$ cat src/design/fcw_pkg.sv
// shared types, codes and constants of the fat12 cluster chain walker
// no dependencies
`default_nettype none

package fcw_pkg;

	localparam int DEF_TABLE_BYTES  = 512;
	localparam int DEF_SECTOR_BYTES = 512;

	localparam int CL_W    = 12;
	localparam int POS_W   = 13;
	localparam int SEC_W   = 16;
	localparam int SIZE_W  = 32;
	localparam int CNT_W   = 10;
	localparam int FUNC_W  = 2;
	localparam int TADDR_W = 9;
	localparam int CIDX_W  = 2;

	localparam logic [CL_W-1:0]  ENTRY_LAST = 12'hFFF;
	localparam logic [CL_W-1:0]  ENTRY_MIN  = 12'h002;
	localparam logic [CL_W-1:0]  ENTRY_MAX  = 12'hFEF;

	localparam logic [SEC_W-1:0] RST_DATA_START   = 16'd31;
	localparam logic [SEC_W-1:0] RST_SECTOR_LIMIT = 16'd4079;

	typedef enum logic [FUNC_W-1:0] {
		FUNC_WRITE   = 2'd0,
		FUNC_START   = 2'd1,
		FUNC_ADVANCE = 2'd2,
		FUNC_UNUSED  = 2'd3
	} fcw_func_t;

	localparam logic [CIDX_W-1:0] REG_DATA_START   = 2'd0;
	localparam logic [CIDX_W-1:0] REG_SECTOR_LIMIT = 2'd1;

	typedef enum logic [1:0] {
		ST_IDLE,
		ST_RD1,
		ST_FIN
	} fcw_state_t;

	// everything the step logic needs once both entry bytes are in
	typedef struct packed {
		logic [CL_W-1:0]   cluster;
		logic [SIZE_W-1:0] left;
		logic              del;
		logic              nowalk;
		logic              in_range;
		logic              odd;
		logic [7:0]        b0;
		logic [7:0]        b1;
		logic [SEC_W-1:0]  dss;
		logic [SEC_W-1:0]  limit;
	} fcw_step_req_t;

	typedef struct packed {
		logic [SEC_W-1:0]  sector;
		logic [CNT_W-1:0]  byte_count;
		logic              last;
		logic              no_walk;
		logic [CL_W-1:0]   next_cluster;
		logic [SIZE_W-1:0] new_left;
		logic              keep_active;
	} fcw_step_rsp_t;

endpackage

`default_nettype wire

$ cat src/design/fcw_ram.sv
// generic single-port synchronous ram with registered read
// no dependencies
`default_nettype none

module fcw_ram #(
	parameter int WIDTH = 8,
	parameter int DEPTH = 512,
	localparam int AW = (DEPTH > 1) ? $clog2(DEPTH) : 1
) (
	input  wire logic             clk,
	input  wire logic             en,
	input  wire logic             we,
	input  wire logic [AW-1:0]    addr,
	input  wire logic [WIDTH-1:0] wdata,
	output logic      [WIDTH-1:0] rdata
);

	logic [WIDTH-1:0] mem [DEPTH];

	always_ff @(posedge clk) begin
		if (en) begin
			if (we) begin
				mem[addr] <= wdata;
			end else begin
				rdata <= mem[addr];
			end
		end
	end

endmodule

`default_nettype wire

$ cat src/design/fcw_step.sv
// entry decode, next cluster choice and end-of-walk decision for one step
// depends on fcw_pkg
`default_nettype none

module fcw_step
	import fcw_pkg::*;
#(
	parameter int SECTOR_BYTES = DEF_SECTOR_BYTES
) (
	input  wire fcw_step_req_t req,
	output fcw_step_rsp_t      rsp
);

	localparam logic [SIZE_W-1:0] SB = SIZE_W'(SECTOR_BYTES);

	logic [CL_W-1:0]   entry;
	logic [CL_W-1:0]   next;
	logic [SIZE_W-1:0] take;
	logic [SIZE_W-1:0] new_left;
	logic [SEC_W:0]    next_sec;
	logic              end_entry;
	logic              end_walk;

	always_comb begin
		// odd clusters sit in the high nibble of the first byte
		if (req.odd) begin
			entry = {req.b1, req.b0[7:4]};
		end else begin
			entry = {req.b1[3:0], req.b0};
		end

		take     = (req.left > SB) ? SB : req.left;
		new_left = req.left - take;

		if (req.del) begin
			next      = req.cluster + CL_W'(1);
			end_entry = !req.in_range || (entry != '0);
		end else begin
			next      = entry;
			end_entry = !req.in_range || (entry == ENTRY_LAST) ||
				(entry < ENTRY_MIN) || (entry > ENTRY_MAX);
		end

		next_sec = (SEC_W+1)'(next) + {1'b0, req.dss};
		end_walk = end_entry || (next_sec > {1'b0, req.limit}) || (new_left == '0);

		if (req.nowalk) begin
			rsp.sector      = '0;
			rsp.byte_count  = '0;
			rsp.last        = 1'b0;
			rsp.no_walk     = 1'b1;
			rsp.keep_active = 1'b0;
		end else begin
			rsp.sector      = SEC_W'(req.cluster) + req.dss;
			rsp.byte_count  = take[CNT_W-1:0];
			rsp.last        = end_walk;
			rsp.no_walk     = 1'b0;
			rsp.keep_active = !end_walk;
		end
		rsp.next_cluster = next;
		rsp.new_left     = new_left;
	end

endmodule

`default_nettype wire

$ cat src/design/fat12_cluster_chain_walker_top.sv
// top level of the fat12 cluster chain walker: control, walk state, output register
// depends on fcw_pkg, fcw_ram and fcw_step
`default_nettype none

// The walker keeps one sector of a packed 12-bit allocation table in a
// single-port ram (written with func 0) and follows a file's cluster chain,
// one data sector per start (func 1) or advance (func 2) transfer. A table
// write finishes in its transfer cycle. For a start or advance, the transfer
// cycle issues the read of the entry's first byte, the read state reads the
// second byte, and the finishing state decodes the entry and loads the output
// register; the single ram port is read twice per entry. The input is
// stalled in the read and finishing states, and the finishing state waits
// while the output register still holds a result that is stalled. The next
// item is taken while a result waits. Table bytes are undefined until
// written and there is no clearing pass after reset. Configuration writes
// are always ready and must come only while the walker is idle.
module fat12_cluster_chain_walker_top
	import fcw_pkg::*;
#(
	parameter int TABLE_BYTES  = DEF_TABLE_BYTES,
	parameter int SECTOR_BYTES = DEF_SECTOR_BYTES
) (
	input  wire logic               clk,
	input  wire logic               arst_n,

	// configuration write channel
	input  wire logic               cfg_valid,
	output logic                    cfg_ready,
	input  wire logic [CIDX_W-1:0]  cfg_index,
	input  wire logic [SEC_W-1:0]   cfg_data,

	// request channel
	input  wire logic               in_valid,
	output logic                    in_stall,
	input  wire logic [FUNC_W-1:0]  func,
	input  wire logic [TADDR_W-1:0] table_addr,
	input  wire logic [7:0]         table_byte,
	input  wire logic [CL_W-1:0]    start_cluster,
	input  wire logic [SIZE_W-1:0]  file_size,
	input  wire logic               deleted,

	// result channel
	output logic                    out_valid,
	input  wire logic               out_stall,
	output logic [SEC_W-1:0]        sector,
	output logic [CNT_W-1:0]        byte_count,
	output logic                    last,
	output logic                    no_walk
);

	localparam int AW = (TABLE_BYTES > 1) ? $clog2(TABLE_BYTES) : 1;
	localparam logic [POS_W:0] TB = (POS_W+1)'(TABLE_BYTES);

	// configuration registers
	logic [SEC_W-1:0]  dss_q;
	logic [SEC_W-1:0]  lim_q;

	// walk state
	logic [CL_W-1:0]   cur_q;
	logic [SIZE_W-1:0] left_q;
	logic              del_q;
	logic              active_q;

	// per-item working registers
	fcw_state_t        state_q;
	fcw_state_t        state_d;
	logic [POS_W-1:0]  pos_q;
	logic              odd_q;
	logic              inr_q;
	logic              nowalk_q;
	logic [7:0]        b0_q;

	// output register
	logic              out_valid_q;
	logic [SEC_W-1:0]  sector_q;
	logic [CNT_W-1:0]  count_q;
	logic              last_q;
	logic              nowalk_out_q;

	// request decode
	fcw_func_t         func_c;
	logic              in_xfer;
	logic              is_walk;
	logic              wr_ok;
	logic [CL_W-1:0]   base_cl;
	logic              base_del;
	logic [CL_W-1:0]   lk_cl;
	logic [POS_W-1:0]  lk_pos;
	logic [POS_W-1:0]  wr_pos;
	logic [POS_W-1:0]  pos_nx;

	// ram port
	logic              ram_en;
	logic              ram_we;
	logic [AW-1:0]     ram_addr;
	logic [7:0]        ram_rdata;

	logic              out_free;
	logic              fin_load;

	fcw_step_req_t     step_req;
	fcw_step_rsp_t     step_rsp;

	assign cfg_ready = 1'b1;
	assign func_c    = fcw_func_t'(func);
	assign in_xfer   = in_valid && !in_stall;
	assign is_walk   = (func_c == FUNC_START) || (func_c == FUNC_ADVANCE);
	assign wr_ok     = ((POS_W+1)'(table_addr) < TB);
	assign wr_pos    = POS_W'(table_addr);

	// cluster to look up: a start uses the request, an advance the walk state
	always_comb begin
		if (func_c == FUNC_START) begin
			base_cl  = start_cluster;
			base_del = deleted;
		end else begin
			base_cl  = cur_q;
			base_del = del_q;
		end
		// deleted mode checks the entry of the following cluster
		lk_cl  = base_del ? (base_cl + CL_W'(1)) : base_cl;
		// byte offset of a packed entry: three bytes per cluster pair
		lk_pos = POS_W'(lk_cl[CL_W-1:1]) + POS_W'({lk_cl[CL_W-1:1], 1'b0}) +
			POS_W'(lk_cl[0]);
	end

	assign pos_nx   = pos_q + POS_W'(1);
	assign out_free = !out_valid_q || !out_stall;

	// next state
	always_comb begin
		state_d = state_q;
		case (state_q)
			ST_IDLE: begin
				if (in_valid && is_walk) begin
					state_d = ST_RD1;
				end
			end
			ST_RD1: begin
				state_d = ST_FIN;
			end
			ST_FIN: begin
				if (out_free) begin
					state_d = ST_IDLE;
				end
			end
			default: begin
				state_d = ST_IDLE;
			end
		endcase
	end

	// state outputs: stall, ram port, result load
	always_comb begin
		in_stall = 1'b1;
		ram_en   = 1'b0;
		ram_we   = 1'b0;
		ram_addr = lk_pos[AW-1:0];
		fin_load = 1'b0;
		case (state_q)
			ST_IDLE: begin
				in_stall = 1'b0;
				if (in_valid && (func_c == FUNC_WRITE)) begin
					ram_en   = wr_ok;
					ram_we   = 1'b1;
					ram_addr = wr_pos[AW-1:0];
				end else if (in_valid && is_walk) begin
					// first entry byte is read in the transfer cycle
					ram_en   = 1'b1;
					ram_addr = lk_pos[AW-1:0];
				end
			end
			ST_RD1: begin
				ram_en   = 1'b1;
				ram_addr = pos_nx[AW-1:0];
			end
			ST_FIN: begin
				fin_load = out_free;
			end
			default: begin
				in_stall = 1'b1;
			end
		endcase
	end

	fcw_ram #(
		.WIDTH (8),
		.DEPTH (TABLE_BYTES)
	) u_table (
		.clk   (clk),
		.en    (ram_en),
		.we    (ram_we),
		.addr  (ram_addr),
		.wdata (table_byte),
		.rdata (ram_rdata)
	);

	// second byte arrives straight from the ram in the finishing cycle
	assign step_req = '{
		cluster:  cur_q,
		left:     left_q,
		del:      del_q,
		nowalk:   nowalk_q,
		in_range: inr_q,
		odd:      odd_q,
		b0:       b0_q,
		b1:       ram_rdata,
		dss:      dss_q,
		limit:    lim_q
	};

	fcw_step #(
		.SECTOR_BYTES (SECTOR_BYTES)
	) u_step (
		.req (step_req),
		.rsp (step_rsp)
	);

	// configuration registers
	always_ff @(posedge clk or negedge arst_n) begin
		if (!arst_n) begin
			dss_q <= RST_DATA_START;
			lim_q <= RST_SECTOR_LIMIT;
		end else if (cfg_valid && cfg_ready) begin
			if (cfg_index == REG_DATA_START) begin
				dss_q <= cfg_data;
			end else if (cfg_index == REG_SECTOR_LIMIT) begin
				lim_q <= cfg_data;
			end
		end
	end

	// control and walk state
	always_ff @(posedge clk or negedge arst_n) begin
		if (!arst_n) begin
			state_q  <= ST_IDLE;
			cur_q    <= '0;
			left_q   <= '0;
			del_q    <= 1'b0;
			active_q <= 1'b0;
			nowalk_q <= 1'b0;
		end else begin
			state_q <= state_d;
			if (in_xfer && (func_c == FUNC_START)) begin
				// a start drops any walk in progress
				cur_q    <= start_cluster;
				left_q   <= file_size;
				del_q    <= deleted;
				active_q <= 1'b1;
				nowalk_q <= 1'b0;
			end else if (in_xfer && (func_c == FUNC_ADVANCE)) begin
				nowalk_q <= !active_q;
			end
			if (fin_load && !nowalk_q) begin
				left_q   <= step_rsp.new_left;
				active_q <= step_rsp.keep_active;
				if (step_rsp.keep_active) begin
					cur_q <= step_rsp.next_cluster;
				end
			end
		end
	end

	// entry position and first byte, payload only
	always_ff @(posedge clk) begin
		if (in_xfer && is_walk) begin
			pos_q <= lk_pos;
			odd_q <= lk_cl[0];
			inr_q <= ((POS_W+1)'(lk_pos) + (POS_W+1)'(1)) < TB;
		end
		if (state_q == ST_RD1) begin
			b0_q <= ram_rdata;
		end
	end

	// output register, parts the result side from the request side
	always_ff @(posedge clk or negedge arst_n) begin
		if (!arst_n) begin
			out_valid_q <= 1'b0;
		end else if (fin_load) begin
			out_valid_q <= 1'b1;
		end else if (!out_stall) begin
			out_valid_q <= 1'b0;
		end
	end

	always_ff @(posedge clk) begin
		if (fin_load) begin
			sector_q     <= step_rsp.sector;
			count_q      <= step_rsp.byte_count;
			last_q       <= step_rsp.last;
			nowalk_out_q <= step_rsp.no_walk;
		end
	end

	assign out_valid  = out_valid_q;
	assign sector     = sector_q;
	assign byte_count = count_q;
	assign last       = last_q;
	assign no_walk    = nowalk_out_q;

endmodule

`default_nettype wire

$ cat config.mk
export PLATFORM = sky130hd
export DESIGN_NAME = fat12_cluster_chain_walker_top
export DESIGN_NICKNAME = d
export VERILOG_FILES = /design/src/design/fcw_pkg.sv /design/src/design/fcw_ram.sv /design/src/design/fcw_step.sv /design/src/design/fat12_cluster_chain_walker_top.sv
export SDC_FILE = /design/constraint.sdc
export NUM_CORES = 2
export LEC_CHECK = 0
export BUFFER_PORTS_ARGS = -buffer_cell sky130_fd_sc_hd__buf_4
export CORE_UTILIZATION = 48
export CTS_CLUSTER_DIAMETER = 100
export DETAILED_ROUTE_END_ITERATION = 8
export PLACE_DENSITY_LB_ADDON = 0.2
export REMOVE_ABC_BUFFERS = 1
export SLEW_MARGIN = 20
export SYNTH_ARGS = -nofsm -noshare
export SYNTH_HDL_FRONTEND = slang
export SYNTH_HIERARCHICAL = 1
export SYNTH_SLANG_ARGS = --single-unit
$ cat constraint.sdc
create_clock -name clk -period 12.5 [get_ports clk]
set_clock_uncertainty 0.15 [all_clocks]
set_input_delay 0.625 -clock clk [delete_from_list [all_inputs] [get_ports clk]]
set_output_delay 0.625 -clock clk [all_outputs]
set_load 0.01 [all_outputs]
# ---- Word level (Yosys, flattened, before mapping)
# Memory sizes are Yosys's and may differ from the RTL's. A register that Yosys moved wholly into a read port is not among the register bits.
# Index checks and enable logic that the tools add are counted.
dict set report op_classes {
  n_mux 35
  addsub 9
  bitwise_logic 2
  n_eq_ne 9
  magnitude_cmp 5
  n_reduce_logical 32
}
# operator count
set op_table {}
lappend op_table {{2-to-1 mux 32 bit} 3}
lappend op_table {{2-to-1 mux 12 bit} 7}
lappend op_table {{greater-than comparator 32 x 10 -> 1 bit, second input constant} 1}
lappend op_table {{logical NOT 32 bit} 1}
lappend op_table {{subtractor 32 bit} 1}
lappend op_table {{adder 12 x 1 -> 12 bit, second input constant} 2}
lappend op_table {{2-to-1 mux 1 bit} 19}
lappend op_table {{one-hot mux 9 bit (2 select lines)} 1}
lappend op_table {{adder 12 x 16 -> 17 bit} 1}
lappend op_table {{greater-than comparator 17 x 16 -> 1 bit} 1}
lappend op_table {{adder 12 x 16 -> 16 bit} 1}
lappend op_table {{adder 13 x 1 -> 14 bit, second input constant} 1}
lappend op_table {{less-than comparator 14 x 10 -> 1 bit, second input constant} 1}
lappend op_table {{adder 11 x 12 -> 13 bit} 1}
lappend op_table {{adder 13 x 1 -> 13 bit} 1}
lappend op_table {{equality test 12 bit, second input constant} 1}
lappend op_table {{greater-than comparator 12 bit, second input constant} 1}
lappend op_table {{less-than comparator 12 x 2 -> 1 bit, second input constant} 1}
lappend op_table {{nonzero test 12 bit} 1}
lappend op_table {{adder 9 x 1 -> 9 bit, second input constant} 1}
lappend op_table {{2-to-1 mux 9 bit} 1}
lappend op_table {{logical OR 1 bit} 8}
lappend op_table {{logical AND 1 bit} 7}
lappend op_table {{equality test 2 x 1 -> 1 bit, second input constant} 3}
lappend op_table {{12 further kinds} 26}
dict set report word_totals {
  word_cells 110
  regBits 129
  mem_bits_rw 4096
  memories 1
  out_inout_bits 31
}
# memory words width rd rd_ports_with_merged_regs write_ports line
set mem_list {}
lappend mem_list {u_table.mem 512 8 1 1 1 fcw_ram.sv:18} ;# logic [WIDTH-1:0] mem [DEPTH];

# ---- Depth between registers and ports, before layout
dict set report depth {
  depth_word 12
  mapped_depth 29
  ltp_nobuf 24
}

# ---- Cells and area by module
# Netlist, hierarchy kept.
# module seq_area_each_um2 area_per_inst_um2 cells_each instances
set modules_own_cells {}
lappend modules_own_cells {fcw_ram 123238.2 159231.5 7539 1}
lappend modules_own_cells {fat12_cluster_chain_walker_top 3483.3 6344.8 543 1}
lappend modules_own_cells {fcw_step 0.0 3194.3 462 1}

# ---- Worst setup path before layout
# Ideal clock, no wire load.
dict set report synth_timing {
  kind {input -> register}
  from {input port func[1]}
  to {memory u_table.mem[104][0], enable pin}
  t_arrival_ns 5.773
  setup_ns 0.370
  t_required_ns 11.980
  path_buffers 6
  path_slack_ns 6.207
  stages 26
  cell_sequence {inv_1 > ha_1 > buf_6 > buf_2 > mux2_2 > ha_1 > nand2_1 > xor2_1 > mux2i_1 > inv_1 > fa_1 > nor2b_1 > o31ai_1 > a21oi_1 > or2_2 > nor4_1 > nor4_2 > inv_1 > o22a_1 > clkbuf_1 > nor3b_1 > clkbuf_1 > clkbuf_1 > nand2_1 > clkbuf_1 > nor2_1}
}
dict set report synth_between {
  elab_chain_len 8
  elab_cells_between_ends 22
  classes_between {3 x add/sub; 2 x eq/ne; 13 x mux; 4 x reduce/logical}
}
# element line
set synth_lines {}
lappend synth_lines {{from (decl)} fat12_cluster_chain_walker_top.sv:35} ;# input wire logic [FUNC_W-1:0] func,
lappend synth_lines {{equality test 2 x 1 -> 1 bit (*)} fat12_cluster_chain_walker_top.sv:113} ;# if (func_c == FUNC_START) begin
lappend synth_lines {{2-to-1 mux 12 bit} fat12_cluster_chain_walker_top.sv:113}
lappend synth_lines {{adder 12 x 1 -> 12 bit} fat12_cluster_chain_walker_top.sv:121} ;# lk_cl = base_del ? (base_cl + CL_W'(1)) : base_cl;
lappend synth_lines {{2-to-1 mux 12 bit (*)} fat12_cluster_chain_walker_top.sv:121}
lappend synth_lines {{adder 11 x 12 -> 13 bit} fat12_cluster_chain_walker_top.sv:123} ;# lk_pos = POS_W'(lk_cl[CL_W-1:1]) + POS_W'({lk_cl[CL_W-1:1], 1'b0}) +
lappend synth_lines {{adder 13 x 1 -> 13 bit (*)} fat12_cluster_chain_walker_top.sv:123}
lappend synth_lines {{named net lk_pos[8]} fat12_cluster_chain_walker_top.sv:88} ;# logic [POS_W-1:0] lk_pos;
lappend synth_lines {{2-to-1 mux 9 bit} fat12_cluster_chain_walker_top.sv:163} ;# if (in_valid && (func_c == FUNC_WRITE)) begin
lappend synth_lines {{one-hot mux 9 bit (2 select lines) (*)} fat12_cluster_chain_walker_top.sv:160} ;# case (state_q)
lappend synth_lines {{named net ram_addr[8]} fat12_cluster_chain_walker_top.sv:95} ;# logic [AW-1:0] ram_addr;
lappend synth_lines {{to (decl)} fcw_ram.sv:18}
# The timed path passes the listed nets; every way through them passes the cells marked *.

# ---- Final worst setup path
dict set report layout_timing {
  from {register del_q}
  to {register u_table.rdata[0], read port of u_table.mem, data pin}
}
dict set report layout_between {
  elab_chain_len 6
}
# element line
set layout_lines {}
lappend layout_lines {{from (decl)} fat12_cluster_chain_walker_top.sv:61} ;# logic del_q;
lappend layout_lines {{from (signal assigned)} fat12_cluster_chain_walker_top.sv:248} ;# del_q <= deleted;
lappend layout_lines {{2-to-1 mux 1 bit (*)} fat12_cluster_chain_walker_top.sv:113}
lappend layout_lines {{2-to-1 mux 12 bit (*)} fat12_cluster_chain_walker_top.sv:121}
lappend layout_lines {{adder 11 x 12 -> 13 bit} fat12_cluster_chain_walker_top.sv:123}
lappend layout_lines {{adder 13 x 1 -> 13 bit (*)} fat12_cluster_chain_walker_top.sv:123}
lappend layout_lines {{named net lk_pos[8]} fat12_cluster_chain_walker_top.sv:88}
lappend layout_lines {{2-to-1 mux 9 bit} fat12_cluster_chain_walker_top.sv:163}
lappend layout_lines {{one-hot mux 9 bit (2 select lines) (*)} fat12_cluster_chain_walker_top.sv:160}
lappend layout_lines {{named net ram_addr[8]} fat12_cluster_chain_walker_top.sv:95}
lappend layout_lines {{to (decl)} fcw_ram.sv:15} ;# output logic [WIDTH-1:0] rdata
# Marks and branches as above.
# A chain may end at the register's enable or synchronous reset.

==> metrics.txt <==
CTS hold repair buffers=69; CP Launch Type=flop; Clk pwr share=0.240; Mapped Cells=8,544; Non-Filler Instances=13,790; final setup fails=0; largest net degree at the start of global routing=216; PortBufs=116; YS warnings=6; vias in the first global route=86,820; peak supply drop=0.3770 mV; Max Transition Viols Final=0; Setup WS post-layout=4328 ps; Post CTS Setup Buffer Count=0; top cell type's share of synthesized area=0.7386; CTS H-tree depth=5; sequential cell fraction of total power=0.301; minimum clock period=8172 ps; Slew headroom=0.1282; Vias=87,450; Critical Path AT=8740 ps; Post-synth EDFFs=4,151; Rows=217; TritonCTS clock tree=done; top cell type by total area after synthesis=edfxtp_1; Pwr Density=280.4 nW/µm²; number of CTS-inserted buffers=432; max cap viols=0; Worst setup EP type=flop; DRC violation total after the first TritonRoute iteration=11,270; Critical Path Fanout Max=19; Req. time, crit path=13,070 ps; Congestion Overflow GR=0; FF+latch count, synth=4,233; ranking of synthesized cells by area=edfxtp_1 (74%), mux4_2 (12%), mux2i_1 (3.2%); Combinational Power Share=0.459; Die Y=595.0 µm; Hold Crit Class=primary input to flop; mean area per synthesized cell=19.75 µm²; synthesized cell area=168,800 µm²; Least-Margin Pin Slew=1308 ps; clk_lat worst skew=1000 ps; Cell variety after synth=95; GPL Wtd Cong=0.9398; most frequent cells in the layout=edfxtp_1 (4,151), mux4_2 (896), nor2_1 (651); Gates resized, CTS repair=0; Area growth syn-to-layout=12.26%; Period Utilization, post-route=0.6537; drt via density=6.341; Reg clk slew, reported paths=60 ps; status=completed; Achievable Freq=0.1224 GHz; # clock sinks=4,233; Final Power=53.13 mW; drt drc=0; WS Path Type=flop to flop; final net count=8,981; Setup TNS=0 ps; FFs w/ async S/R, synth=0.01937; wire per inst=33.70 µm; NetSw=20.71 mW; first-pass GRT wire length=657,900 µm; initial antenna violation count=17; CTS root buf=clkbuf_16; num ports=118; Post-synth top flop=edfxtp_1; final hold viol count=0; share of the yosys chip area belonging to registers=0.7509; core area=349,700 µm²; setup slack at placement=3948 ps; FF-to-FF setup slack=4330 ps; commonest non-fill, non-tap cell in the layout=edfxtp_1; share of layout cells above drive strength 1=0.2144; first-pass iteration count of the detailed router=6; Power Internal=32.42 mW; unrepaired setup endpoints after global routing=false; Die ar.=354,000 µm²; die width=595.0 µm; sw frac=0.3898; Post-DP HPWL=288,600 µm; gr usage total=0.2601; Clock Path Buffers=4; placed cell count=12,930; FILL cells=26,670; hold slack=27.13 ps; leakage power=59.92 nW; routed wire length=464,800 µm; starting density of the core=0.4826; antenna viol nets, final=0
-- state kept, by name, indices dropped and copies added (netlist names), 2 cells and up --
name	count
dss_q	16
pos_q	9
u_table/rdata	8
byte_count	10
u_table/mem	4096
lim_q	16
b0_q	8
state_q	2
sector	16
left_q	32
cur_q	12
-- cells in the mapped netlist, types with 51 or more instances --
library cell     n
nor2_1         658
buf_2          181
nand2_1        220
a21oi_1        129
buf_1           57
o22ai_1        176
clkbuf_1       170
nand3_1         94
mux2i_1        534
buf_4           51
o21ai_0        143
a22oi_1         89
nand4_1         77
mux2_2          78
inv_1           59
mux4_2         896
dfrtp_1         66
edfxtp_1      4151
ha_1            58
-- power groups by stage --
| stage | clock network, mW | logic [mW] | registers [mW] |
|---|---|---|---|
| global placement | 0 | 24.2 | 16.3 |
| finish | 12.7 | 24.4 | 16.0 |
| floorplan | 0 | 11.3 | 16.2 |
| CTS | 12.9 | 24.3 | 16.0 |
| global route | 13.4 | 25.2 | 16.0 |
| detailed placement | 0 | 24.3 | 16.3 |
-- metrics by stage --
| step | cell area, µm² | util |
|---|---|---|
| final | 189500 | 0.5418 |
| after global routing | 189400 | 0.5417 |
| after CTS | 189400 | 0.5415 |
| after detailed placement | 174800 | 0.4997 |
| after global placement | 174700 | 0.4995 |
| after floorplan | 166200 | - |
-- path summary, 6_finish.rpt --
check	start	end	cells past startpoint
setup / recovery	del_q	u_table/rdata[0]	24
hold / removal	table_byte[2]	u_table/mem[383][2]	1
setup reg to reg	del_q	u_table/rdata[0]	24
hold reg to reg	lim_q[13]	lim_q[13]	1
max in group asynchronous	arst_n	del_q	3
min in group asynchronous	arst_n	lim_q[11]	2
-- final cells by class --
cell class	instances	area (µm²)	share of cell area
sequential	4233	126700	0.6689
timing repair buffer	349	3213	0.01696
tap	4599	5754	0.03037
clock buffer	526	11210	0.05915
inverter	63	256.5	0.001354
clock inverter	258	2703	0.01427
antenna	10	25.02	0.0001321
multi-input combinational	3754	39580	0.2089
-- cell families after synthesis --
group / Yosys count / synth area share
compound gates: 786 / 0.03086
xor+xnor: 74 / 0.003840
fa+ha+maj: 61 / 0.004656
buf+inv: 557 / 0.01662
flops: 4233 / 0.7509
mux: 1514 / 0.1572
other cells: 2 / 0.00004450
simple gates: 1317 / 0.03588
-- per-layer routing --
| metal | vias up | routed length, µm | global-route usage | share of wire |
|---|---|---|---|---|
| met5 | - | 22 | 0 | 0.000047 |
| met3 | 819 | 41170 | 0.04828 | 0.089 |
| met2 | 4409 | 221300 | 0.4152 | 0.48 |
| li1 | 35820 | - | - | - |
| met4 | 4 | 20640 | 0.1037 | 0.044 |
| met1 | 46400 | 181700 | 0.3564 | 0.39 |
-- critical path, cell delays in order (launching register included) --
cell,delay (ps)
dfrtp_1,520
buf_4,320
nand4b_4,130
nand2_1,190
nand2_1,90
xnor2_1,150
nor2_1,60
a21oi_1,240
ha_1,320
nor2b_1,170
o31ai_1,370
a21oi_1,160
nor2_1,160
a211oi_1,100
nor4_2,360
inv_1,110
o22a_1,480
nor3b_2,290
buf_4,270
and2_0,560
a22oi_1,360
o22ai_1,140
nor4_1,930
nand4_1,590
or4_1,650
No activity file was read; power rests on OpenSTA's default activity.
